==> config.mk <==
export PLATFORM = sky130hd
export DESIGN_NAME = round_robin_task_scheduler_flat
export DESIGN_NICKNAME = d
export VERILOG_FILES = /design/src/hdl/rrts_pkg.sv /design/src/hdl/rrts_intf.sv /design/src/hdl/rrts_cell.sv /design/src/hdl/rrts_queue.sv /design/src/hdl/round_robin_task_scheduler.sv /design/src/flat_wrapper.sv
export SDC_FILE = /design/constraint.sdc
export NUM_CORES = 1
export LEC_CHECK = 0
export ABC_AREA = 1
export BUFFER_PORTS_ARGS = -buffer_cell sky130_fd_sc_hd__buf_2
export CORE_AREA = 4 4 166 288
export DETAILED_ROUTE_END_ITERATION = 8
export DIE_AREA = 0 0 170 292
export PLACE_DENSITY = 0.71
export SYNTH_ARGS = -nofsm -noshare
export SYNTH_HDL_FRONTEND = slang
export SYNTH_HIERARCHICAL = 1
export SYNTH_SLANG_ARGS = --single-unit
export TNS_END_PERCENT = 50
==> constraint.sdc <==
create_clock -name clk -period 7.11 [get_ports clk]
set_input_delay 1.422 -clock clk [delete_from_list [all_inputs] [get_ports clk]]
set_output_delay 1.422 -clock clk [all_outputs]
set_load 0.05 [all_outputs]
==> src/hdl/rrts_pkg.sv <==
// Shared constants, codes and types of the round-robin task scheduler.
// No dependencies; every other file of the block uses this package.
`default_nettype none

package rrts_pkg;

  localparam int IdW         = 4;
  localparam int NumIds      = 16;
  localparam int OpW         = 3;
  localparam int StW         = 2;
  localparam int SliceW      = 16;
  localparam int CountW      = 5;
  localparam int MaxTasksDef = 16;

  localparam logic [SliceW-1:0] SliceReset = 16'd10;

  typedef enum logic [OpW-1:0] {
    OP_TICK   = 3'd0,
    OP_ADD    = 3'd1,
    OP_REMOVE = 3'd2,
    OP_SET    = 3'd3,
    OP_START  = 3'd4
  } opcode_t;

  typedef enum logic [StW-1:0] {
    ST_READY   = 2'd0,
    ST_RUNNING = 2'd1,
    ST_BLOCKED = 2'd2,
    ST_ZOMBIE  = 2'd3
  } task_state_t;

  // Operations broadcast to the queue cell row.
  typedef enum logic [2:0] {
    Q_HOLD,
    Q_ROTATE,
    Q_DROP,
    Q_PUSH,
    Q_MARK
  } qop_t;

  // Contents of one queue cell: a task id and a copy of "that task is ready".
  typedef struct packed {
    logic [IdW-1:0] id;
    logic           rdy;
  } cell_t;

  typedef struct packed {
    qop_t           op;
    logic [IdW-1:0] id;
    logic           rdy;
  } qcmd_t;

endpackage

`default_nettype wire

==> src/hdl/rrts_intf.sv <==
// Handshake channels of the scheduler: command, result and configuration.
// Depends on rrts_pkg for the field widths.
`default_nettype none

interface rrts_cmd_if;
  logic                       valid;
  logic                       ready;
  logic [rrts_pkg::OpW-1:0]   opcode;
  logic [rrts_pkg::IdW-1:0]   task_id;
  logic [rrts_pkg::StW-1:0]   task_state;

  modport source (output valid, opcode, task_id, task_state, input ready);
  modport sink   (input valid, opcode, task_id, task_state, output ready);
endinterface

interface rrts_res_if;
  logic                         valid;
  logic                         ready;
  logic                         switched;
  logic [rrts_pkg::IdW-1:0]     running_task;
  logic                         running_valid;
  logic                         queue_overflow;
  logic [rrts_pkg::CountW-1:0]  queue_count;

  modport source (output valid, switched, running_task, running_valid, queue_overflow,
                  queue_count, input ready);
  modport sink   (input valid, switched, running_task, running_valid, queue_overflow,
                  queue_count, output ready);
endinterface

interface rrts_cfg_if;
  logic                         valid;
  logic                         ready;
  logic [rrts_pkg::SliceW-1:0]  data;

  modport source (output valid, data, input ready);
  modport sink   (input valid, data, output ready);
endinterface

`default_nettype wire

==> src/hdl/rrts_cell.sv <==
// One cell of the ready queue row: holds one task id and its ready flag.
// Depends on rrts_pkg for the cell and command types.
`default_nettype none

module rrts_cell (
  input  logic            clk,
  input  rrts_pkg::qcmd_t cmd,
  input  logic            is_tail,
  input  logic            is_push,
  input  rrts_pkg::cell_t right,
  input  rrts_pkg::cell_t head,
  output rrts_pkg::cell_t q
);

  always_ff @(posedge clk) begin
    case (cmd.op)
      rrts_pkg::Q_ROTATE: begin
        // The last live cell takes the head entry back, closing the ring.
        if (is_tail) begin
          q <= head;
        end else begin
          q <= right;
        end
      end
      rrts_pkg::Q_DROP: begin
        q <= right;
      end
      rrts_pkg::Q_PUSH: begin
        if (is_push) begin
          q.id  <= cmd.id;
          q.rdy <= cmd.rdy;
        end else if (q.id == cmd.id) begin
          q.rdy <= cmd.rdy;
        end
      end
      rrts_pkg::Q_MARK: begin
        if (q.id == cmd.id) begin
          q.rdy <= cmd.rdy;
        end
      end
      default: begin
        q <= q;
      end
    endcase
  end

endmodule

`default_nettype wire

==> src/hdl/rrts_queue.sv <==
// Ready queue built as a row of rrts_cell; cell 0 is the head of the queue.
// Depends on rrts_pkg and rrts_cell.
`default_nettype none

module rrts_queue #(
  parameter int MAX_TASKS = rrts_pkg::MaxTasksDef
) (
  input  logic                             clk,
  input  rrts_pkg::qcmd_t                  cmd,
  input  logic [$clog2(MAX_TASKS+1)-1:0]   len,
  output rrts_pkg::cell_t                  head
);

  localparam int LenW = $clog2(MAX_TASKS + 1);

  rrts_pkg::cell_t cells [MAX_TASKS];

  assign head = cells[0];

  for (genvar i = 0; i < MAX_TASKS; i++) begin : g_cell
    rrts_pkg::cell_t right;
    logic            is_tail;
    logic            is_push;

    if (i == MAX_TASKS - 1) begin : g_last
      assign right = cells[i];
    end else begin : g_mid
      assign right = cells[i+1];
    end

    assign is_tail = (len == LenW'(i + 1));
    assign is_push = (len == LenW'(i));

    rrts_cell u_cell (
      .clk     (clk),
      .cmd     (cmd),
      .is_tail (is_tail),
      .is_push (is_push),
      .right   (right),
      .head    (cells[0]),
      .q       (cells[i])
    );
  end

endmodule

`default_nettype wire

==> src/hdl/round_robin_task_scheduler.sv <==
// Round-robin task scheduler with a time slice per task: control, task tables.
// Depends on rrts_pkg, rrts_intf and rrts_queue.
//
// The scheduler takes one command beat at a time and returns exactly one result
// beat for it. Add, set state, unused opcodes and a tick while nothing runs go
// from the execute state to the finish state, and a tick that only counts down
// passes through the slice state between them; the result register is loaded in
// the finish state. Start, remove and a tick that ends a slice search the ready
// queue by rotating its live entries once through its head cell, one entry per
// cycle. A stalled result channel holds the finish state until the previous
// result is taken. A new command is accepted while the previous result still
// waits on the result channel. The slice length register is written through
// the cfg channel, which is always ready, and should only be written while
// the block is idle. There is no clearing pass after reset.
`default_nettype none

module round_robin_task_scheduler #(
  parameter int MAX_TASKS = rrts_pkg::MaxTasksDef
) (
  input  logic        clk,
  input  logic        rst,
  rrts_cmd_if.sink    cmd,
  rrts_res_if.source  result,
  rrts_cfg_if.sink    cfg
);

  localparam int LenW   = $clog2(MAX_TASKS + 1);
  localparam int IdW    = rrts_pkg::IdW;
  localparam int StW    = rrts_pkg::StW;
  localparam int SliceW = rrts_pkg::SliceW;
  localparam int CountW = rrts_pkg::CountW;
  localparam int NumIds = rrts_pkg::NumIds;

  typedef enum logic [2:0] {
    S_IDLE,
    S_EXEC,
    S_SLICE,
    S_SCAN,
    S_POST,
    S_DISPATCH,
    S_FINISH
  } state_t;

  state_t               state;
  rrts_pkg::opcode_t    op_r;
  logic [IdW-1:0]       id_r;
  logic [StW-1:0]       st_r;
  logic [SliceW-1:0]    slice_length;
  logic [StW-1:0]       task_state [NumIds];
  logic [SliceW-1:0]    slice_left [NumIds];
  logic [LenW-1:0]      len;
  logic [LenW-1:0]      steps;
  logic [IdW-1:0]       cur;
  logic                 cur_valid;
  logic                 sched_en;
  logic                 found;
  logic [IdW-1:0]       nxt;
  logic                 switched;
  logic                 overflow;

  logic                 out_valid;
  logic                 out_switched;
  logic [IdW-1:0]       out_task;
  logic                 out_running;
  logic                 out_overflow;
  logic [CountW-1:0]    out_count;

  rrts_pkg::qcmd_t      qcmd;
  rrts_pkg::cell_t      head;
  logic [IdW-1:0]       st_raddr;
  logic [StW-1:0]       st_rd;
  logic [SliceW-1:0]    slice_rd;
  logic                 id_ok;
  logic                 full;
  logic                 match;

  rrts_queue #(.MAX_TASKS(MAX_TASKS)) u_queue (
    .clk  (clk),
    .cmd  (qcmd),
    .len  (len),
    .head (head)
  );

  assign cmd.ready = (state == S_IDLE);
  assign cfg.ready = 1'b1;

  assign result.valid          = out_valid;
  assign result.switched       = out_switched;
  assign result.running_task   = out_task;
  assign result.running_valid  = out_running;
  assign result.queue_overflow = out_overflow;
  assign result.queue_count    = out_count;

  assign st_raddr = (state == S_POST) ? cur : id_r;
  assign st_rd    = task_state[st_raddr];
  assign slice_rd = slice_left[cur];
  assign id_ok    = (32'(id_r) < 32'(MAX_TASKS));
  assign full     = (len == LenW'(MAX_TASKS));

  // Only the first hit of a scan counts; later head entries just rotate.
  assign match = !found &&
                 ((op_r == rrts_pkg::OP_REMOVE) ? (head.id == id_r) : head.rdy);

  always_comb begin
    qcmd.op  = rrts_pkg::Q_HOLD;
    qcmd.id  = id_r;
    qcmd.rdy = 1'b0;
    case (state)
      S_EXEC: begin
        if (op_r == rrts_pkg::OP_ADD && id_ok && !full) begin
          qcmd.op  = rrts_pkg::Q_PUSH;
          qcmd.rdy = (st_rd == rrts_pkg::ST_READY);
        end else if (op_r == rrts_pkg::OP_SET && id_ok) begin
          qcmd.op  = rrts_pkg::Q_MARK;
          qcmd.rdy = (st_r == rrts_pkg::ST_READY);
        end
      end
      S_SCAN: begin
        if (steps != '0) begin
          qcmd.op = match ? rrts_pkg::Q_DROP : rrts_pkg::Q_ROTATE;
        end
      end
      S_POST: begin
        if (op_r == rrts_pkg::OP_TICK && nxt != cur && st_rd == rrts_pkg::ST_RUNNING) begin
          qcmd.op  = rrts_pkg::Q_PUSH;
          qcmd.id  = cur;
          qcmd.rdy = 1'b1;
        end
      end
      S_DISPATCH: begin
        qcmd.op = rrts_pkg::Q_MARK;
        qcmd.id = nxt;
      end
      default: begin
        qcmd.op = rrts_pkg::Q_HOLD;
      end
    endcase
  end

  always_ff @(posedge clk) begin
    if (rst) begin
      state        <= S_IDLE;
      slice_length <= rrts_pkg::SliceReset;
      len          <= '0;
      cur          <= '0;
      cur_valid    <= 1'b0;
      sched_en     <= 1'b0;
      out_valid    <= 1'b0;
      for (int i = 0; i < NumIds; i++) begin
        task_state[i] <= rrts_pkg::ST_BLOCKED;
        slice_left[i] <= rrts_pkg::SliceReset;
      end
    end else begin
      if (cfg.valid) begin
        slice_length <= cfg.data;
      end
      // In S_FINISH the output register is reloaded below instead.
      if (out_valid && result.ready && state != S_FINISH) begin
        out_valid <= 1'b0;
      end

      case (state)
        S_IDLE: begin
          if (cmd.valid) begin
            op_r     <= rrts_pkg::opcode_t'(cmd.opcode);
            id_r     <= cmd.task_id;
            st_r     <= cmd.task_state;
            switched <= 1'b0;
            overflow <= 1'b0;
            state    <= S_EXEC;
          end
        end

        S_EXEC: begin
          found <= 1'b0;
          steps <= len;
          case (op_r)
            rrts_pkg::OP_TICK: begin
              state <= (sched_en && cur_valid) ? S_SLICE : S_FINISH;
            end
            rrts_pkg::OP_ADD: begin
              if (id_ok) begin
                if (full) begin
                  overflow <= 1'b1;
                end else begin
                  len <= len + LenW'(1);
                end
              end
              state <= S_FINISH;
            end
            rrts_pkg::OP_REMOVE: begin
              state <= id_ok ? S_SCAN : S_FINISH;
            end
            rrts_pkg::OP_SET: begin
              if (id_ok) begin
                task_state[id_r] <= st_r;
              end
              state <= S_FINISH;
            end
            rrts_pkg::OP_START: begin
              sched_en <= 1'b1;
              state    <= S_SCAN;
            end
            default: begin
              state <= S_FINISH;
            end
          endcase
        end

        S_SLICE: begin
          // A slice of zero or one runs out on this tick.
          if (slice_rd > SliceW'(1)) begin
            slice_left[cur] <= slice_rd - SliceW'(1);
            state           <= S_FINISH;
          end else begin
            slice_left[cur] <= slice_length;
            state           <= S_SCAN;
          end
        end

        S_SCAN: begin
          if (steps == '0) begin
            state <= found ? S_POST : S_FINISH;
          end else begin
            steps <= steps - LenW'(1);
            if (match) begin
              found <= 1'b1;
              nxt   <= head.id;
              len   <= len - LenW'(1);
            end
          end
        end

        S_POST: begin
          case (op_r)
            rrts_pkg::OP_TICK: begin
              if (nxt == cur) begin
                state <= S_FINISH;
              end else begin
                if (st_rd == rrts_pkg::ST_RUNNING) begin
                  task_state[cur] <= rrts_pkg::ST_READY;
                  len             <= len + LenW'(1);
                end
                state <= S_DISPATCH;
              end
            end
            rrts_pkg::OP_START: begin
              state <= S_DISPATCH;
            end
            default: begin
              state <= S_FINISH;
            end
          endcase
        end

        S_DISPATCH: begin
          task_state[nxt] <= rrts_pkg::ST_RUNNING;
          cur             <= nxt;
          cur_valid       <= 1'b1;
          switched        <= 1'b1;
          state           <= S_FINISH;
        end

        S_FINISH: begin
          if (!out_valid || result.ready) begin
            out_valid    <= 1'b1;
            out_switched <= switched;
            out_task     <= cur;
            out_running  <= cur_valid;
            out_overflow <= overflow;
            out_count    <= CountW'(len);
            state        <= S_IDLE;
          end
        end

        default: begin
          state <= S_IDLE;
        end
      endcase
    end
  end

endmodule

`default_nettype wire

==> src/flat_wrapper.sv <==
// flat-port wrapper written by rule: the top's interface ports become plain ports
module round_robin_task_scheduler_flat 
#(
  parameter int MAX_TASKS = rrts_pkg::MaxTasksDef
)
  (clk, rst, cmd_valid, cmd_opcode, cmd_task_id, cmd_task_state, cmd_ready, result_valid, result_switched, result_running_task, result_running_valid, result_queue_overflow, result_queue_count, result_ready, cfg_valid, cfg_data, cfg_ready);
  rrts_cmd_if cmd_i ();
  rrts_res_if result_i ();
  rrts_cfg_if cfg_i ();
  input  logic clk;
  input  logic rst;
  input wire logic [$bits(cmd_i.valid)-1:0] cmd_valid;
  input wire logic [$bits(cmd_i.opcode)-1:0] cmd_opcode;
  input wire logic [$bits(cmd_i.task_id)-1:0] cmd_task_id;
  input wire logic [$bits(cmd_i.task_state)-1:0] cmd_task_state;
  output wire logic [$bits(cmd_i.ready)-1:0] cmd_ready;
  output wire logic [$bits(result_i.valid)-1:0] result_valid;
  output wire logic [$bits(result_i.switched)-1:0] result_switched;
  output wire logic [$bits(result_i.running_task)-1:0] result_running_task;
  output wire logic [$bits(result_i.running_valid)-1:0] result_running_valid;
  output wire logic [$bits(result_i.queue_overflow)-1:0] result_queue_overflow;
  output wire logic [$bits(result_i.queue_count)-1:0] result_queue_count;
  input wire logic [$bits(result_i.ready)-1:0] result_ready;
  input wire logic [$bits(cfg_i.valid)-1:0] cfg_valid;
  input wire logic [$bits(cfg_i.data)-1:0] cfg_data;
  output wire logic [$bits(cfg_i.ready)-1:0] cfg_ready;
  assign cmd_i.valid = cmd_valid;
  assign cmd_i.opcode = cmd_opcode;
  assign cmd_i.task_id = cmd_task_id;
  assign cmd_i.task_state = cmd_task_state;
  assign cmd_ready = cmd_i.ready;
  assign result_valid = result_i.valid;
  assign result_switched = result_i.switched;
  assign result_running_task = result_i.running_task;
  assign result_running_valid = result_i.running_valid;
  assign result_queue_overflow = result_i.queue_overflow;
  assign result_queue_count = result_i.queue_count;
  assign result_i.ready = result_ready;
  assign cfg_i.valid = cfg_valid;
  assign cfg_i.data = cfg_data;
  assign cfg_ready = cfg_i.ready;
  round_robin_task_scheduler #(.MAX_TASKS(MAX_TASKS)) u_core (.clk(clk), .rst(rst), .cmd(cmd_i), .result(result_i), .cfg(cfg_i));
endmodule
# == Yosys cells after proc, flatten, opt, wreduce, memory -nomap -nowiden ==
# Memory sizes are Yosys's and may differ from the RTL's. A register that Yosys moved wholly into a read port is not among the register bits.
# Index checks and enable logic that the tools add are counted.
# word_totals
mem_bits_rw,288
out_inout_bits,15
memories,2
register_bits,144
# memory_table
memory,words,width,read_ports,rd_clocked_by_memory_dff,wr,line,text
u_core.slice_left,16,16,1,1,16,round_robin_task_scheduler.sv:50,logic [SliceW-1:0] slice_left [NumIds];
u_core.task_state,16,2,1,0,16,round_robin_task_scheduler.sv:49,logic [StW-1:0] task_state [NumIds];
# classes
n_reduce_logical,59
bitwise_logic,3
n_eq_ne,80
add_sub_neg,4
muxes,177
n_lt_le_gt_ge,1
# ops
cell,count
case mux 4 bit (3 select lines),15
two-way mux 5 bit,24
two-way mux 4 bit,23
equality test 4 bit,18
two-way mux 1 bit,70
case mux 1 bit (4 select lines),15
"inequality test 2 bit, second input constant",23
"equality test 5 x 4 -> 1 bit, second input constant",8
AND reduction 2 bit,17
two-way mux 16 bit,2
two-way mux 3 bit,8
case mux 3 bit (7 select lines),1
AND reduction 3 bit,7
"equality test 5 x 3 -> 1 bit, second input constant",4
"equality test 3 x 2 -> 1 bit, second input constant",6
"> comparator 16 x 1 -> 1 bit, second input constant",1
case mux 4 bit (2 select lines),2
OR reduction 16 bit,1
"subtractor 16 x 1 -> 16 bit, second input constant",1
"equality test 3 bit, second input constant",5
case mux 5 bit (3 select lines),1
two-way mux 2 bit,6
"inequality test 2 x 1 -> 1 bit, second input constant",6
case mux 3 bit (4 select lines),1
other kinds (31),59

# == Depth between registers and ports, before layout ==
# Gate-level depths: netlist of the first run.
# An unclocked memory read counts as a cell.
# depth
ltp_word,13
depth_mapped,26
ltp_nobuf,25

# == Cells and area by module ==
# Netlist of the first run, hierarchy kept.
# modules_own_cells
mod,n_inst,area_each_um2,cells_per_inst
round_robin_task_scheduler,1,17116.4,1736
rrts_cell,16,470.5,72
rrts_queue,1,127.6,32

# == Least setup slack after synthesis of the first run ==
# No wires, ideal clock.
# synth_timing
kind,flip-flop to flip-flop
start,register u_core.op_r[2]
end,"register u_core/u_queue/g_cell[0].u_cell/q[1] (netlist name), enable pin"
path_stages_with_launch,8
setup_slack_ns,-0.184
n_path_buf,0
arrival_time_ns,6.916
synth_period_minus_slack_ns,7.294
setup_time_ns,0.378
path_cell_list,edfxtp_1 > nor3_1 > o41ai_1 > o211ai_1 > inv_1 > o211ai_1 > o21ai_0 > a31oi_1
# synth_rtl
element,line,text
start: declaration,round_robin_task_scheduler.sv:45,rrts_pkg::opcode_t op_r;
start signal: assignment,round_robin_task_scheduler.sv:165,op_r <= rrts_pkg::opcode_t'(cmd.opcode);
end signal: assignment,rrts_cell.sv:22,q <= right;
end signal: assignment,rrts_cell.sv:26,q <= right;
end signal: assignment,rrts_cell.sv:42,q <= q;
end: declaration,rrts_cell.sv:12,output rrts_pkg::cell_t q

==> key figures, run 1 <==
Status
  – Status: finished clean

Setup path
  – Crit-path max FO: 94
  – CP required: 7.38 ns
  – CP Class: reg2reg
  – Crit path capture type: flop
  – Startpoint Class: flop
  – Worst EP arrival: around 5.2 ns
  – R2r worst-path depth: 14

Synth
  – Sequential area share after synthesis: 0.514
  – Adder-cell share of the synthesized area: 0.00384
  – Mux contribution to synthesized area: 0
  – Fraction of registers with async set/reset: 0
  – Syn Area/Cell: ~8.5 um2
  – Post-synth top flop: edfxtp_1
  – Post-synth EDFFs: between 400 and 500
  – #FFs+latches synth: approximately 440
  – Syn_nets: 2957
  – XOR/XNOR share of the synthesized area: 0.00919
  – Post-Syn Area: about 0.025 mm2
  – Post-Synth Simple-Gate Area: 0.266
  – Largest family of logic cells by synthesized area: simple AND/OR/NAND/NOR gates
  – Synth cell types: between 40 and 50
  – Complex-gate fraction of the synthesized area: 0.124
  – Syn Inst Count: 2920
  – Ys Warns: 6

Pwr
  – Max VDD drop: 213 uV
  – Power per cell area: between 200 and 300 mW/mm2
  – Lkg Pwr: 10.4 nW

CTS
  – Root Driver: clkbuf_16
  – Post-cts resize count: 0
  – Clk sinks: approximately 440
  – Clk_lat worst skew: around 0.57 ns
  – TritonCTS clock tree: built
  – Hold buffers post-CTS: 0
  – Cts bufs inserted: a little over 40
  – Clock transition at path regs: ~0.070 ns
  – Post-CTS setup buffers: 0
  – H-tree depth: 2
  – Clock Tree Buf Depth: 3

STA
  – Fin crit share: 0.694
  – Slew @ Worst Pin: around 1.2 ns
  – Hold Violations, Final: 0
  – Final setup vio count: 0
  – Clk_skew: between 0.02 and 0.025 ns
  – Crit path time final: around 4.9 ns
  – Slew margin rel.: 0.174
  – Total negative slack: 0 ns
  – RSZ-0062 raised after global routing: no
  – Final Max Slew Viols: 0
  – Achievable Freq: around 200 MHz

Final layout
  – Commonest non-fill, non-tap cell in the layout: nand2_1
  – Layout net count: a little under 3000
  – Area Overhead vs Synth: 7.48%
  – Register area: ~0.013 mm2
  – Fillers: 4067
  – Commonest non-fill, non-tap cells in the layout: nand2_1 (618), nor2_1 (482), edfxtp_1 (401)
  – Multi-input logic area: ~0.01 mm2
  – Share of layout cells above drive strength 1: 0.122
  – Diode count: 0
  – Non-Filler Instances: 3524

Routing
  – Remaining DRCs: 0
  – Routed wire length: approximately 74 mm
  – Vias per inst: about 6
  – Antenna Nets Post-Route: 0
  – Drt pass-1 iters: 6
  – WL/cell: between 20 and 25 um
  – Initial DRC Count: 1780
  – Via Count: 20950

Floorplanning
  – I/O Pins: 45
  – Core footprint: 0.0452 mm2
  – Die width: ~170 um
  – Site Rows: just over 100
  – Full die area: roughly 0.05 mm2
  – Die Y: slightly below 300 um
  – Initial Util: 0.548

Hold path
  – Worst min path class: reg2reg
  – WHS Path Cells: 0

Place
  – Inst Count DP: around 3500
  – PortBufs: between 40 and 50
  – Gpl congestion: 1.01
  – HPWL Detailed: 50.4 mm

Run
  – Max cap viols: 0

GRT
  – Initial antenna violation count: 1
  – First-pass GRT wire length: ~110 mm
  – Grt ovf: 0
  – Largest net degree at the start of global routing: 95
  – Gr usage total: 0.294
  – Vias in the first global route: between 20000 and 25000
-- path summary, 6_finish.rpt --
check / start / slack [ns] / endpoint
worst max-delay path: flop / 2.18 / u_core/slice_left[4][6]
worst min-delay path: u_core/cur_valid / 0.44 / u_core/result.running_valid
worst max register to register: flop / 2.18 / u_core/slice_left[4][6]
worst min register to register: u_core/cur_valid / 0.44 / u_core/result.running_valid
-- per-stage QoR --
step | cell area [um2] | setup WS (ns) | total power, mW | hold WS [ns] | util
finish | 26600 | 2.18 | 7.94 | 0.444 | 0.589
global route | 26600 | 1.84 | 8.31 | 0.459 | 0.589
CTS | 26600 | 2.32 | 7.93 | 0.431 | 0.589
detailed placement | 25300 | 2.33 | 5.67 | 0.407 | 0.559
global placement | 25300 | 2.41 | 5.61 | 0.435 | 0.559
floorplan | 24800 | 0.0175 | 5.01 | 0.400 | -
-- registers in the layout, indices dropped and copies added (netlist names), 2 cells and up, named ones only --
| signal | count |
|---|---|
| u_core/slice_length | 16 |
| u_core/state | 3 |
| u_core/slice_left | 256 |
| u_core/id_r | 4 |
| u_core/cur | 4 |
| u_core/u_queue/g_cell.u_cell/q | 80 |
| u_core/result.queue_count | 5 |
| u_core/op_r | 3 |
| u_core/task_state | 32 |
| u_core/result.running_task | 4 |
| u_core/nxt | 4 |
| u_core/len | 5 |
| u_core/st_r | 2 |
| u_core/steps | 5 |
-- cells by family (layout without fill, tap and decap cells) --
logic type / after synthesis / count (layout)
XOR/XNOR: 26 / 26
flip-flops: 436 / 436
buffers and inverters: 493 / 520
adder cells (fa/ha/maj): 7 / 7
AND/OR/NAND/NOR: 1482 / 1482
AO/OA/AOI/OAI: 475 / 475
other: 1 / 1
-- cells in the mapped netlist (3+ instances only) --
| cell | number | area, um2 |
|---|---|---|
| o21ai_0 | 192 | 961 |
| o21ai_1 | 20 | 100 |
| nor2_1 | 482 | 1810 |
| xor2_1 | 20 | 175 |
| xnor2_1 | 6 | 52.6 |
| or2_2 | 5 | 31.3 |
| or2_1 | 4 | 25.0 |
| nor3_1 | 35 | 175 |
| buf_1 | 3 | 11.3 |
| nor2_2 | 64 | 400 |
| a21oi_1 | 43 | 215 |
| o21ai_2 | 9 | 78.8 |
| o21ai_4 | 7 | 114 |
| buf_2 | 32 | 160 |
| nand3_1 | 174 | 871 |
| nand3_2 | 19 | 190 |
| o221ai_1 | 63 | 552 |
| a31oi_1 | 17 | 106 |
| inv_2 | 53 | 199 |
| nor2_4 | 41 | 462 |
| o211ai_1 | 103 | 773 |
| o22ai_1 | 9 | 56.3 |
| buf_4 | 8 | 60.1 |
| nand2_1 | 618 | 2320 |
| edfxtp_1 | 401 | 12000 |
| buf_6 | 16 | 180 |
| nand4_1 | 6 | 37.5 |
| inv_1 | 332 | 1250 |
| o211ai_2 | 3 | 37.5 |
| dfxtp_1 | 35 | 701 |
| nand2_2 | 26 | 163 |
| clkbuf_1 | 46 | 173 |
| ha_1 | 6 | 75.1 |
-- layer usage --
layer / global-route usage / share of wire / vias to the layer above
met5: 0 / 0.00017 / -
met3: 0.0356 / 0.061 / 327
met2: 0.527 / 0.51 / 970
li1: - / - / 9772
met1: 0.305 / 0.33 / 9879
met4: 0.231 / 0.095 / 2
-- final cells by class --
type                       instances  share of cell area
timing repair buffer              60              0.0133
sequential                       436               0.479
multi-input combinational       1991               0.375
clock buffer                      50              0.0398
inverter                         387              0.0547
clock inverter                    23              0.0111
tap                              577              0.0271
-- power breakdown --
| group | leakage, nW | switching (mW) | internal (mW) | total [mW] |
|---|---|---|---|---|
| Combinational | 5.57 | 1.76 | 0.645 | 2.41 |
| Sequential | 4.12 | 0.196 | 3.08 | 3.28 |
| Clock | 0.661 | 0.967 | 1.29 | 2.26 |
| Total | 10.4 | 2.92 | 5.02 | 7.94 |
-- worst max-delay path, stage by stage, from the launching register on --
cell and delay (ns):
dfxtp_4 0.54, inv_4 0.76, buf_4 0.44, o21ai_0 0.13
o221ai_1 0.25, nand3_1 0.14, nand2_1 0.18, inv_1 0.08
ha_1 0.23, nand3_2 0.13, o21ai_2 0.10, nand3_4 0.28
clkinv_2 0.28, o21ai_2 0.92, nor2_1 0.09
Power figures use the tool's default switching activity.
==> inputs of run 2 (changes only) <==
--- a/config.mk
+++ b/config.mk
@@ -10,7 +10,7 @@
 export CORE_AREA = 4 4 166 288
 export DETAILED_ROUTE_END_ITERATION = 8
 export DIE_AREA = 0 0 170 292
-export PLACE_DENSITY = 0.71
+export PLACE_DENSITY = 0.69
 export SYNTH_ARGS = -nofsm -noshare
 export SYNTH_HDL_FRONTEND = slang
 export SYNTH_HIERARCHICAL = 1
==> constraint.sdc (replaced) <==
create_clock -name clk -period 4.9 [get_ports clk]
set_input_delay 0.98 -clock clk [delete_from_list [all_inputs] [get_ports clk]]
set_output_delay 0.98 -clock clk [all_outputs]
set_load 0.05 [all_outputs]
==> run 2 against run 1 <==
Compared with the run above: global-route usage decreased by 0.24 points; first-iteration DRC count grew 12%; clock-buffer cell count increased by 10; largest cell class unchanged.
==> key figures, run 2 (synthesis results as in run 1) <==
Status
  – Status: finished clean (unchanged)

Final layout
  – Multi-input logic area: 0.00999 mm2 (unchanged)
  – Largest regs: u_core/slice_left (256), u_core/u_queue/g_cell.u_cell/q (80), u_core/task_state (32) (unchanged)
  – Diode count: 0 (unchanged)
  – Final Cell Area: 0.0269 mm2 (was 0.0266 mm2)
  – Non-Filler Instances: 3561 (was 3524)
  – Register area: 0.0127 mm2 (unchanged)
  – Max reg flops: 256 (unchanged)
  – Commonest non-fill, non-tap cell in the layout: nand2_1 (unchanged)
  – Layout net count: 2988 (was 2954)
  – Fillers: 3963 (was 4067)
  – Area Overhead vs Synth: 8.73% (was 7.48%)
  – Commonest non-fill, non-tap cells in the layout: nand2_1 (618), nor2_1 (482), edfxtp_1 (401) (unchanged)
  – Share of layout cells above drive strength 1: 0.133 (was 0.122)
  – Most flops, register: u_core/slice_left (unchanged)

GRT
  – First-pass GRT wire length: 113 mm (about the same)
  – Vias in the first global route: 20963 (was 20816)
  – Gr usage total: 0.291 (was 0.294)
  – Grt ovf: 0 (unchanged)
  – Largest net degree at the start of global routing: 81 (was 95)
  – Initial antenna violation count: 1 (unchanged)

Setup path
  – CP required: 5.20 ns (was 7.38 ns)
  – Startpoint Class: flop (unchanged)
  – R2r worst-path depth: 24 (was 14)
  – Worst EP arrival: 4.58 ns (was 5.21 ns)
  – CP Class: reg2reg (unchanged)
  – Crit path capture type: flop (unchanged)
  – Worst R2R Setup Slack: 0.63 ns (was 2.18 ns)
  – Crit-path max FO: 32 (was 94)

Hold path
  – Worst min path class: reg2reg (unchanged)
  – WHS Path Cells: 0 (unchanged)

Pwr
  – Lkg Pwr: 10.5 nW (was 10.4 nW)
  – Power per cell area: 424 mW/mm2 (was 298 mW/mm2)
  – Max VDD drop: 342 uV (was 213 uV)

Routing
  – Via Count: 20936 (was 20950)
  – Vias per inst: 5.88 (was 5.94)
  – Remaining DRCs: 0 (unchanged)
  – Routed wire length: 73.5 mm (was 74.4 mm)
  – Drt pass-1 iters: 6 (unchanged)
  – WL/cell: 20.6 um (was 21.1 um)
  – Antenna Nets Post-Route: 0 (unchanged)
  – Initial DRC Count: 1993 (was 1780)

Place
  – Dpl ws: 0.702 ns (was 2.33 ns)
  – Gpl congestion: 0.973 (was 1.01)
  – PortBufs: 43 (unchanged)
  – Inst Count DP: 3485 (was 3451)
  – Placed Area: 0.0256 mm2 (was 0.0253 mm2)
  – HPWL Detailed: 51.2 mm (was 50.4 mm)

Floorplanning
  – I/O Pins: 45 (unchanged)
  – Die Y: 292 um (unchanged)
  – Core footprint: 0.0452 mm2 (unchanged)
  – Full die area: 0.0496 mm2 (unchanged)
  – Site Rows: 103 (unchanged)
  – Initial Util: 0.548 (unchanged)
  – Die width: 170 um (unchanged)

STA
  – Achievable Freq: 234 MHz (was 203 MHz)
  – Crit path time final: 4.27 ns (was 4.93 ns)
  – Hold WS: 0.438 ns (was 0.444 ns)
  – Slew @ Worst Pin: 1.21 ns (was 1.23 ns)
  – Hold Violations, Final: 0 (unchanged)
  – Final worst slack: 0.627 ns (was 2.18 ns)
  – Final setup vio count: 0 (unchanged)
  – Final Max Slew Viols: 0 (unchanged)
  – Slew margin rel.: 0.186 (was 0.174)
  – Fin crit share: 0.872 (was 0.694)
  – RSZ-0062 raised after global routing: no (unchanged)
  – Clk_skew: 0.0255 ns (was 0.0241 ns)

Run
  – Max cap viols: 0 (unchanged)

CTS
  – Clock transition at path regs: 0.06 ns (was 0.07 ns)
  – Clk sinks: 436 (unchanged)
  – Root Driver: clkbuf_16 (unchanged)
  – Post-CTS setup buffers: 0 (unchanged)
  – TritonCTS clock tree: built (unchanged)
  – Clock Tree Buf Depth: 3 (unchanged)
  – Post-cts resize count: 0 (unchanged)
  – H-tree depth: 2 (unchanged)
  – Clk_lat worst skew: 0.56 ns (was 0.57 ns)
  – Cts bufs inserted: 41 (unchanged)
  – Hold buffers post-CTS: 0 (unchanged)
==> run 2: worst max-delay path: stages, from the launching register on <==
cell and delay [ns]:
dfxtp_1 0.59, nand2_4 0.22, nand2_1 0.15, nand2_1 0.29
nand2_1 0.14, nand3_1 0.10, nand3_1 0.12, nand3_1 0.08
nand2_1 0.16, nand2_2 0.11, nor2_8 0.17, nand2_1 0.20
a21oi_1 0.18, o21ai_0 0.10, o211ai_1 0.10, buf_4 0.43
inv_1 0.14, nand2_1 0.10, nand2_1 0.06, nor2_2 0.13
nand3_1 0.11, nand3_1 0.12, nand2_1 0.05, inv_1 0.07
nand3_2 0.06
==> run 2: report_power, final <==
part / leakage [nW] / internal (mW) / switching, mW / total [mW]
sequential: 4.12 / 4.47 / 0.243 / 4.71
clock: 0.653 / 1.79 / 1.43 / 3.22
combinational: 5.74 / 0.964 / 2.53 / 3.50
total: 10.5 / 7.23 / 4.20 / 11.4
==> run 2: layout make-up <==
type / count / share of cell area
tap: 577 / 0.0268
inverter: 387 / 0.0541
sequential: 436 / 0.473
clock buffer: 60 / 0.0434
multi-input combinational: 1991 / 0.371
clock inverter: 16 / 0.00660
timing repair buffer: 94 / 0.0250
==> run 2: path summary, 6_finish.rpt <==
path | start | to
setup / recovery | u_core/state[2] | u_core/u_queue/g_cell[4].u_cell/q[0]
hold / removal | u_core/overflow | u_core/result.queue_overflow
setup reg to reg | u_core/state[2] | u_core/u_queue/g_cell[4].u_cell/q[0]
hold reg to reg | u_core/overflow | u_core/result.queue_overflow
==> run 2: metrics by stage <==
stage | TNS, ns | util | total power, mW
2_1_floorplan | -313.92 | - | 7.27
3_3_place_gp | 0 | 0.566 | 8.14
3_5_place_dp | 0 | 0.566 | 8.23
4_1_cts | 0 | 0.595 | 11.4
5_1_grt | 0 | 0.595 | 12.0
6_report | 0 | 0.595 | 11.4
==> run 2: layer usage <==
metal	wire, um	part of all wire	vias up	track usage
met1	24400	0.33	10004	0.300
li1	-	-	9836	-
met5	0	0	-	0
met4	5850	0.080	0	0.199
met3	4040	0.055	245	0.0310
met2	39200	0.53	851	0.543
